File: src/rtl/dlt_pkg.sv
// Shared types and constants of the decaying level table.
package dlt_pkg;

	// Field widths of the stream beats and the configuration port.
	localparam int CMD_BITS       = 3;
	localparam int INDEX_BITS     = 6;
	localparam int OPERAND_BITS   = 16;
	localparam int OUT_LEVEL_BITS = 16;
	localparam int S_TDATA_BITS   = 24;
	localparam int M_TDATA_BITS   = 24;
	localparam int CFG_INDEX_BITS = 2;
	localparam int CFG_DATA_BITS  = 16;

	// Configuration register indexes.
	localparam logic [CFG_INDEX_BITS-1:0] CFG_LEVEL_MAX    = 2'd0;
	localparam logic [CFG_INDEX_BITS-1:0] CFG_DECAY_STEP   = 2'd1;
	localparam logic [CFG_INDEX_BITS-1:0] CFG_DECAY_ENABLE = 2'd2;

	// Reset values of the configuration registers.
	localparam logic [CFG_DATA_BITS-1:0] LEVEL_MAX_RESET  = 16'd500;
	localparam logic [CFG_DATA_BITS-1:0] DECAY_STEP_RESET = 16'd1;

	// Command codes carried in s_tuser.
	typedef enum logic [CMD_BITS-1:0] {
		CMD_SET     = 3'd0,
		CMD_ADD     = 3'd1,
		CMD_SUB     = 3'd2,
		CMD_SET_ALL = 3'd3,
		CMD_ADD_ALL = 3'd4,
		CMD_SUB_ALL = 3'd5,
		CMD_TICK    = 3'd6
	} cmd_t;

	// Update applied to one entry.
	typedef enum logic [1:0] {
		OP_KEEP,
		OP_SET,
		OP_ADD,
		OP_SUB
	} op_t;

endpackage

File: src/rtl/dlt_level_unit.sv
// Per-entry level update: set, clamped add or floored subtract.
module dlt_level_unit
	import dlt_pkg::*;
#(
	parameter int LEVEL_BITS = 16
) (
	input  op_t                     op,
	input  logic [OPERAND_BITS-1:0] amount,
	input  logic [CFG_DATA_BITS-1:0] level_max,
	input  logic [LEVEL_BITS-1:0]   cur_level,
	output logic [LEVEL_BITS-1:0]   new_level
);

	localparam int WIDE_BITS = (LEVEL_BITS > OPERAND_BITS) ? LEVEL_BITS : OPERAND_BITS;
	localparam int SUM_BITS  = WIDE_BITS + 1;
	localparam logic [SUM_BITS-1:0] LEVEL_MASK = SUM_BITS'({LEVEL_BITS{1'b1}});

	logic [SUM_BITS-1:0] cur_w;
	logic [SUM_BITS-1:0] amt_w;
	logic [SUM_BITS-1:0] max_w;
	logic [SUM_BITS-1:0] sum_w;
	logic [SUM_BITS-1:0] clamp_w;

	assign cur_w = SUM_BITS'(cur_level);
	assign amt_w = SUM_BITS'(amount);
	assign max_w = SUM_BITS'(level_max);
	assign sum_w = cur_w + amt_w;

	// An add stops at level_max, even when the entry was set above it.
	assign clamp_w = (sum_w > max_w) ? max_w : sum_w;

	// Values beyond the entry width saturate to the largest storable level.
	always_comb begin
		case (op)
			OP_SET: begin
				new_level = (amt_w > LEVEL_MASK) ? LEVEL_BITS'(LEVEL_MASK) : LEVEL_BITS'(amt_w);
			end
			OP_ADD: begin
				new_level = (clamp_w > LEVEL_MASK) ? LEVEL_BITS'(LEVEL_MASK)
					: LEVEL_BITS'(clamp_w);
			end
			OP_SUB: begin
				new_level = (amt_w >= cur_w) ? '0 : LEVEL_BITS'(cur_w - amt_w);
			end
			default: begin
				new_level = cur_level;
			end
		endcase
	end

endmodule

File: src/rtl/decaying_level_table.sv
// Top level of the decaying level table: sequencer, level memory and stream ports.
// Single-entry commands, disabled ticks and the unused code read their entry on acceptance,
// compute the new level in ST_SINGLE and load the result beat in ST_DONE. Whole-table commands
// and enabled ticks sweep the memory one entry per cycle in ST_SWEEP, then go to ST_DONE.
// A result still waiting on m_tready holds the next item in its final state until it leaves.
// After reset s_tready stays low through a clearing pass over every entry; config writes go on.
module decaying_level_table
	import dlt_pkg::*;
#(
	parameter int ENTRIES    = 64,
	parameter int LEVEL_BITS = 16
) (
	input  logic                      clk,
	input  logic                      arst_n,
	input  logic                      cfg_wr_en,
	input  logic [CFG_INDEX_BITS-1:0] cfg_index,
	input  logic [CFG_DATA_BITS-1:0]  cfg_wdata,
	input  logic                      s_tvalid,
	output logic                      s_tready,
	input  logic [S_TDATA_BITS-1:0]   s_tdata,  // [5:0] entry_index, [21:6] operand_value
	input  logic [CMD_BITS-1:0]       s_tuser,  // [2:0] command
	output logic                      m_tvalid,
	input  logic                      m_tready,
	output logic [M_TDATA_BITS-1:0]   m_tdata   // [15:0] level, [16] level_is_zero
);

	localparam int AW = (ENTRIES > 1) ? $clog2(ENTRIES) : 1;
	localparam logic [AW:0]   CNT_END   = (AW+1)'(ENTRIES);
	localparam logic [AW-1:0] LAST_ADDR = AW'(ENTRIES - 1);

	typedef enum logic [2:0] {
		ST_CLEAR,
		ST_IDLE,
		ST_SINGLE,
		ST_SWEEP,
		ST_DONE
	} state_t;

	state_t state_q;

	// Configuration registers.
	logic [CFG_DATA_BITS-1:0] level_max_q;
	logic [CFG_DATA_BITS-1:0] decay_step_q;
	logic                     decay_enable_q;

	// Fields of the incoming beat.
	cmd_t                    in_cmd;
	logic [INDEX_BITS-1:0]   in_index;
	logic [OPERAND_BITS-1:0] in_operand;
	logic                    in_sweep;
	op_t                     in_op;
	logic [OPERAND_BITS-1:0] in_amount;
	logic                    in_valid_idx;

	// Item held while it is worked on.
	op_t                     op_q;
	logic [OPERAND_BITS-1:0] amount_q;
	logic [AW-1:0]           idx_addr_q;
	logic                    idx_valid_q;
	logic [LEVEL_BITS-1:0]   res_q;
	logic [AW:0]             cnt_q;

	// Memory ports and the read stage.
	logic [LEVEL_BITS-1:0] mem [ENTRIES];
	logic                  rd_en;
	logic [AW-1:0]         rd_addr;
	logic [LEVEL_BITS-1:0] rdata_s1;
	logic                  rd_valid_s1;
	logic [AW-1:0]         addr_s1;
	logic                  wr_en;
	logic [AW-1:0]         wr_addr;
	logic [LEVEL_BITS-1:0] wr_data;
	logic [LEVEL_BITS-1:0] new_level;

	// Output register.
	logic                      m_tvalid_q;
	logic [OUT_LEVEL_BITS-1:0] out_level_q;
	logic                      out_zero_q;

	logic accept;
	logic out_free;
	logic sweep_issue;
	logic hit_s1;

	assign s_tready = (state_q == ST_IDLE);
	assign accept   = s_tvalid && s_tready;
	assign out_free = !m_tvalid_q || m_tready;
	assign m_tvalid = m_tvalid_q;
	assign m_tdata  = {{(M_TDATA_BITS - OUT_LEVEL_BITS - 1){1'b0}}, out_zero_q, out_level_q};

	// Configuration writes; indexes past the list are ignored.
	always_ff @(posedge clk or negedge arst_n) begin
		if (!arst_n) begin
			level_max_q    <= LEVEL_MAX_RESET;
			decay_step_q   <= DECAY_STEP_RESET;
			decay_enable_q <= 1'b0;
		end else if (cfg_wr_en) begin
			case (cfg_index)
				CFG_LEVEL_MAX:    level_max_q    <= cfg_wdata;
				CFG_DECAY_STEP:   decay_step_q   <= cfg_wdata;
				CFG_DECAY_ENABLE: decay_enable_q <= cfg_wdata[0];
				default:          ;
			endcase
		end
	end

	// Decode the command into an entry update and a sweep flag.
	assign in_cmd       = cmd_t'(s_tuser);
	assign in_index     = s_tdata[INDEX_BITS-1:0];
	assign in_operand   = s_tdata[INDEX_BITS +: OPERAND_BITS];
	assign in_valid_idx = (32'(in_index) < ENTRIES);

	always_comb begin
		in_sweep  = 1'b0;
		in_op     = OP_KEEP;
		in_amount = in_operand;
		case (in_cmd)
			CMD_SET:     in_op = OP_SET;
			CMD_ADD:     in_op = OP_ADD;
			CMD_SUB:     in_op = OP_SUB;
			CMD_SET_ALL: begin
				in_op    = OP_SET;
				in_sweep = 1'b1;
			end
			CMD_ADD_ALL: begin
				in_op    = OP_ADD;
				in_sweep = 1'b1;
			end
			CMD_SUB_ALL: begin
				in_op    = OP_SUB;
				in_sweep = 1'b1;
			end
			CMD_TICK: begin
				in_amount = decay_step_q;
				if (decay_enable_q) begin
					in_op    = OP_SUB;
					in_sweep = 1'b1;
				end
			end
			default: ;
		endcase
	end

	dlt_level_unit #(
		.LEVEL_BITS (LEVEL_BITS)
	) u_level (
		.op        (op_q),
		.amount    (amount_q),
		.level_max (level_max_q),
		.cur_level (rdata_s1),
		.new_level (new_level)
	);

	// Read and write port control. A sweep reads entry i+1 while it writes entry i,
	// and a single item writes only after its own read, so the ports never collide.
	assign sweep_issue = (state_q == ST_SWEEP) && (cnt_q != CNT_END);
	assign hit_s1      = rd_valid_s1 && idx_valid_q && (addr_s1 == idx_addr_q);

	always_comb begin
		rd_en   = 1'b0;
		rd_addr = cnt_q[AW-1:0];
		wr_en   = 1'b0;
		wr_addr = addr_s1;
		wr_data = new_level;
		case (state_q)
			ST_CLEAR: begin
				wr_en   = 1'b1;
				wr_addr = cnt_q[AW-1:0];
				wr_data = '0;
			end
			ST_IDLE: begin
				if (accept && !in_sweep) begin
					rd_en   = 1'b1;
					rd_addr = AW'(in_index);
				end
			end
			ST_SINGLE: begin
				wr_en = idx_valid_q && (op_q != OP_KEEP);
			end
			ST_SWEEP: begin
				rd_en = sweep_issue;
				wr_en = rd_valid_s1;
			end
			default: ;
		endcase
	end

	// Level memory with a registered read port.
	always_ff @(posedge clk) begin
		if (wr_en) begin
			mem[wr_addr] <= wr_data;
		end
		if (rd_en) begin
			rdata_s1 <= mem[rd_addr];
		end
	end

	// Sequencer with the output valid.
	always_ff @(posedge clk or negedge arst_n) begin
		if (!arst_n) begin
			state_q     <= ST_CLEAR;
			cnt_q       <= '0;
			rd_valid_s1 <= 1'b0;
			m_tvalid_q  <= 1'b0;
		end else begin
			rd_valid_s1 <= rd_en;
			// The final state reloads the valid itself when it hands over a result.
			if (m_tvalid_q && m_tready && (state_q != ST_DONE)) begin
				m_tvalid_q <= 1'b0;
			end
			case (state_q)
				ST_CLEAR: begin
					if (cnt_q[AW-1:0] == LAST_ADDR) begin
						cnt_q   <= '0;
						state_q <= ST_IDLE;
					end else begin
						cnt_q <= cnt_q + (AW+1)'(1);
					end
				end
				ST_IDLE: begin
					if (accept) begin
						cnt_q   <= '0;
						state_q <= in_sweep ? ST_SWEEP : ST_SINGLE;
					end
				end
				ST_SINGLE: begin
					state_q <= ST_DONE;
				end
				ST_SWEEP: begin
					if (sweep_issue) begin
						cnt_q <= cnt_q + (AW+1)'(1);
					end
					if (rd_valid_s1 && (addr_s1 == LAST_ADDR)) begin
						state_q <= ST_DONE;
					end
				end
				ST_DONE: begin
					if (out_free) begin
						m_tvalid_q <= 1'b1;
						state_q    <= ST_IDLE;
					end
				end
				default: begin
					state_q <= ST_IDLE;
				end
			endcase
		end
	end

	// Item payload, the reported level and the output data.
	always_ff @(posedge clk) begin
		if (rd_en) begin
			addr_s1 <= rd_addr;
		end
		if (accept) begin
			op_q        <= in_op;
			amount_q    <= in_amount;
			idx_addr_q  <= AW'(in_index);
			idx_valid_q <= in_valid_idx;
			res_q       <= '0;
		end
		if ((state_q == ST_SINGLE) && idx_valid_q) begin
			res_q <= new_level;
		end
		if ((state_q == ST_SWEEP) && hit_s1) begin
			res_q <= new_level;
		end
		if ((state_q == ST_DONE) && out_free) begin
			out_level_q <= OUT_LEVEL_BITS'(res_q);
			out_zero_q  <= (res_q == '0);
		end
	end

endmodule

File: config.mk
export PLATFORM = sky130hd
export DESIGN_NAME = decaying_level_table
export DESIGN_NICKNAME = d
export VERILOG_FILES = /design/src/rtl/dlt_pkg.sv /design/src/rtl/dlt_level_unit.sv /design/src/rtl/decaying_level_table.sv
export SDC_FILE = /design/constraint.sdc
export NUM_CORES = 2
export LEC_CHECK = 0
export BUFFER_PORTS_ARGS = -buffer_cell sky130_fd_sc_hd__clkbuf_2
export CAP_MARGIN = 20
export CORE_MARGIN = 2
export CORE_UTILIZATION = 39
export DETAILED_ROUTE_END_ITERATION = 10
export HOLD_SLACK_MARGIN = 0.02
export PLACE_DENSITY = 0.51
export SYNTH_ARGS = -nofsm -noshare
export SYNTH_HDL_FRONTEND = slang
export SYNTH_SLANG_ARGS = --single-unit
File: constraint.sdc
create_clock -name clk -period 17.4 [get_ports clk]
set_clock_uncertainty 0.2 [all_clocks]
set_input_delay 0.87 -clock clk [delete_from_list [all_inputs] [get_ports clk]]
set_output_delay 0.87 -clock clk [all_outputs]
set_load 0.02 [all_outputs]
==> Flow_metrics.wiki <==
{| class="wikitable"
! Metric !! Value
|-
| Number of failing setup endpoints in the final timing report || 0
|-
| Ports || 76
|-
| Port buffer count || 66
|-
| Worst-skew pair later-pin latency || between 700 and 800 ps
|-
| Total standard cell area after synthesis || a little over 50000 um2
|-
| Global-route wire length before repair || approximately 220000 um
|-
| Share of the synthesized area in the top cell type || between 60% and 70%
|-
| Row Count || 132
|-
| Hold-fix buffers, CTS || 1
|-
| Period minus WS final || between 7000 and 8000 ps
|-
| Critical Path Start Type || flop
|-
| Detailed placement HPWL || between 80000 and 90000 um
|-
| Area growth from synthesis to final layout || 12.9%
|-
| Final net count || roughly 3800
|-
| Post-CTS setup-driven buffer insertion count || 0
|-
| Total clock buffers created by CTS || 120
|-
| Synthesis-stage register bit count || about 1100
|-
| Synth unique cells || between 80 and 90
|-
| Die X || approximately 370 um
|-
| Seq pwr share || 40.8%
|-
| Pin count of the biggest net entering global routing || between 150 and 200
|-
| Share of final-layout standard cells stronger than drive strength 1 || a little over an eighth
|-
| Initial antenna violation count || 6
|-
| DRC errors left || 0
|-
| Clock transition at the registers of the reported paths || roughly 70 ps
|-
| Placer's final routability congestion estimate || 0.848
|-
| Number of buffers between clock root and the deepest sink || 3
|-
| Crit-path slowest cell || buf_4
|-
| Path category of the worst min-delay check || input pin to flop
|-
| Hold-critical path endpoint || level_max_q[2]$_DFFE_PN1P_
|-
| Biggest area contributors in the synthesized netlist || edfxtp_1 65%, mux2i_1 7.3%, nand2_1 2.4%
|-
| Gate count of the mapped netlist || approximately 3700
|-
| Clock tree from TritonCTS || yes
|-
| Number of H-tree branching levels || 3
|-
| Number of cells in the design after placement || about 5300
|-
| Fraction of power consumed by the clock network || between 20% and 30%
|-
| Slew at the pin closest to its max-slew limit || 1200 ps
|-
| Worst reg2reg path endpoint || mem[43][3]$_DFFE_PP_
|-
| Hold path startpoint || cfg_wdata[2]
|-
| Fraction of the cycle the final worst path needs || 43.2%
|-
| Sw frac || 37.1%
|-
| Combinational cell fraction of total power || between 30 and 40%
|-
| Setup crit end kind || flop
|-
| Synthesized area per cell || 14.0 um2
|-
| Worst rel slew slack || 19.2%
|-
| Total via count after detailed routing || 32050
|-
| Primary flip-flop cell chosen by synthesis mapping || edfxtp_1
|-
| Instance count along the most critical hold path || 3
|-
| Internal Pwr Total || approximately 6.2 mW
|-
| Vias in the first global route || slightly above 30000
|-
| Vias per std cell || 5.77
|-
| # resized after CTS || 0
|-
| Drt wl/cell || roughly 27 um
|-
| Global-route usage over all layers || a little over a fifth
|-
| TNS Setup || 0 ps
|-
| Cell family contributing the most delay on the critical path || compound AO/OA/AOI/OAI gates
|-
| Clock sink total || 1148
|-
| Final count of hold timing violations || 0
|-
| Filler cell count in the final layout || between 10000 and 15000
|-
| Die extent in y || around 370 um
|-
| Number of synthesized flops with an enable pin || 1103
|-
| Critical path fanouts, max || between 60 and 70
|-
| Max-slew violation count || 0
|-
| Count of max-cap constraint violations || 0
|-
| Number of buffers and inverters on the critical path || 2
|-
| Final cell count without fillers || ~5600
|-
| Pre-Repair DR Iteration Count || 6
|-
| Root buf cell || clkbuf_16
|-
| Sequence of cells on the critical path || ha_1 -> inv_1 -> fa_1 -> nor2_1 -> o221ai_1 -> a221oi_1 -> a221oi_2 -> o31ai_1 -> xnor2_1 -> ha_1 -> nand3_1 -> nor4_1 -> o31ai_1 -> o311ai_0 -> a221o_1 -> or2_1 -> a311oi_1 -> a211oi_4 -> buf_4
|-
| Antenna Nets Post-Route || 0
|-
| RSZ-0062 raised after global routing || false
|-
| Cell accounting for the most synthesized area || edfxtp_1
|-
| Floorplan core area || around 130000 um2
|-
| Cell area power density || 171 nW/um2
|-
| Number of warnings reported in the yosys synthesis log || 0
|-
| Global route total overflow || 0
|-
| Net switching power || roughly 3.7 mW
|-
| Reg-to-reg slack, setup || 9880 ps
|-
| CP peak stage delay || ~690 ps
|-
| Peak supply drop || roughly 0.00015 V
|-
| Leakage component of the power || 20.0 nW
|-
| Number of violations reported at the end of detailed-routing iteration 0 || 2859
|-
| Type of the worst setup path || flop to flop
|-
| FF-to-FF path depth || 19
|-
| Final routed wirelength across all metal layers || 148000 um
|-
| Status || finished clean
|-
| Maximum clock frequency || around 130 MHz
|-
| Async set or reset register ratio after synthesis || 3.92%
|-
| Overall die area || ~130000 um2
|-
| Critical Path RT || roughly 18000 ps
|-
| Initial core utilization || ~40%
|-
| Worst reg2reg startpoint || rdata_s1[0]$_DFFE_PP_
|-
| Sequential share of the synthesized area || between 60% and 70%
|-
| Arrival time of the worst setup path || around 7700 ps
|}
## cell usage after synthesis (8+ instances only)
| master | count |
|---|---|
| o221ai_1 | 66 |
| nand4_1 | 21 |
| or3_1 | 11 |
| buf_2 | 83 |
| xor2_1 | 15 |
| nor2b_1 | 8 |
| a311oi_1 | 129 |
| o21ai_0 | 75 |
| mux2_2 | 50 |
| edfxtp_1 | 1103 |
| a211oi_1 | 137 |
| o32ai_1 | 10 |
| ha_1 | 50 |
| nand3_1 | 34 |
| nor2_1 | 120 |
| nand2_1 | 326 |
| a31oi_1 | 10 |
| dfrtp_1 | 38 |
| buf_4 | 13 |
| o31ai_1 | 11 |
| nand2b_1 | 137 |
| a21oi_1 | 170 |
| nor3_1 | 14 |
| a21o_1 | 9 |
| a22oi_1 | 32 |
| clkbuf_1 | 167 |
| inv_1 | 58 |
| o22a_1 | 64 |
| o2bb2ai_1 | 16 |
| o22ai_1 | 124 |
| mux2i_1 | 373 |
| o21ai_1 | 12 |
| nor4_1 | 41 |
| xnor2_1 | 15 |
## routing by layer
layer  wire [um]  global-route usage (%)  up-vias
met4        4110                    6.13        2
li1            -                       -    14508
met3        7810                    2.85      214
met1       66600                    31.0    16406
met5           9                       0        -
met2       69900                    34.9      920
## state kept, by name, summed over array words and instances, names as in the netlist, 2 cells and up
signal,flops
addr_s1,6
amount_q,16
cnt_q,7
decay_step_q,16
idx_addr_q,6
level_max_q,16
mem,1024
op_q,2
out_level_q,16
rdata_s1,16
res_q,16
state_q,3
## stage by stage
step | utilization (%) | hold slack (ps) | area, um2 | setup slack [ps] | power, mW
final | 44.4 | 146 | 57600 | 9880 | 9.85
after global routing | 44.4 | 131 | 57600 | 9660 | 10.3
after CTS | 44.4 | 92.8 | 57600 | 9970 | 9.91
after detailed placement | 41.5 | 247 | 53800 | 10030 | 7.42
after global placement | 41.5 | 248 | 53800 | 10020 | 7.40
after floorplan | - | 227 | 51100 | 9820 | 6.04
## how the worst max path moves through the flow
stage	slack (ps)	end	start	cells after the start
after floorplan	9820	mem[0][3]$_DFFE_PP_	amount_q[5]$_DFFE_PP_	19
after global placement	10020	mem[11][13]$_DFFE_PP_	rdata_s1[0]$_DFFE_PP_	19
after detailed placement	10030	mem[11][3]$_DFFE_PP_	rdata_s1[0]$_DFFE_PP_	19
after CTS	9970	mem[10][3]$_DFFE_PP_	rdata_s1[0]$_DFFE_PP_	19
after global routing	9660	mem[10][3]$_DFFE_PP_	rdata_s1[0]$_DFFE_PP_	19
final	9880	mem[43][3]$_DFFE_PP_	rdata_s1[0]$_DFFE_PP_	19
## power groups by stage
stage	clock network [mW]	logic (mW)	registers [mW]
after floorplan	0	1.98	4.05
after global placement	0	3.33	4.07
after CTS	2.54	3.36	4.02
final	2.49	3.35	4.02
after detailed placement	0	3.35	4.07
after global routing	2.65	3.61	4.03
## placed cells by master, fill, tap and decap left out, types with 13 or more instances in the layout
| master | count |
|---|---|
| edfxtp_1 | 1103 |
| mux2i_1 | 372 |
| nand2_1 | 325 |
| a21oi_1 | 168 |
| nand2b_1 | 137 |
| a211oi_1 | 135 |
| a311oi_1 | 129 |
| buf_4 | 122 |
| clkbuf_16 | 121 |
| o22ai_1 | 120 |
| nor2_1 | 108 |
| o21ai_0 | 72 |
| o221ai_1 | 66 |
| clkbuf_2 | 65 |
| o22a_1 | 64 |
| inv_1 | 58 |
| mux2_2 | 50 |
| ha_1 | 50 |
| nor4_1 | 41 |
| dfrtp_1 | 37 |
| nand3_1 | 33 |
| a22oi_1 | 32 |
| clkinv_1 | 26 |
| clkbuf_1 | 26 |
| clkinv_2 | 23 |
| nand4_1 | 21 |
| o2bb2ai_1 | 16 |
| xor2_1 | 15 |
| xnor2_1 | 15 |
| nor3_1 | 13 |
| nor2_2 | 13 |
## worst register-to-register path: stages (launching register included)
cell and delay [ps]:
edfxtp_1 520, ha_1 250, inv_1 60, fa_1 420, nor2_1 130, o221ai_1 270, a221oi_1 500, a221oi_2 210
o31ai_1 280, xnor2_1 180, ha_1 330, nand3_1 120, nor4_1 680, o31ai_1 290, o311ai_0 260, a221o_1 550
or2_1 640, a311oi_1 280, a211oi_4 240, buf_4 690
## kinds of logic (layout without fill, tap and decap cells)
| group | count (synthesis) | count (layout) | share of synthesized area (%) |
|---|---|---|---|
| flops | 1148 | 1148 | 67.1 |
| compound gates | 917 | 917 | 12.8 |
| other cells | 1 | 10 | 0.00735 |
| simple gates | 750 | 750 | 7.12 |
| fa+ha+maj | 52 | 52 | 1.30 |
| mux | 423 | 423 | 8.42 |
| xor+xnor | 30 | 30 | 0.515 |
| buf+inv | 331 | 479 | 2.78 |
## layout make-up
type / instances / area [um2] / area share (%)
tap: 1742 / 2180 / 3.78
inverter: 64 / 243 / 0.421
antenna: 3 / 7.51 / 0.0130
timing repair buffer: 195 / 1370 / 2.37
clock buffer: 148 / 3140 / 5.45
sequential: 1148 / 34300 / 59.5
clock inverter: 72 / 633 / 1.10
multi-input combinational: 2179 / 15800 / 27.4
(Power assumes the default switching activity.)
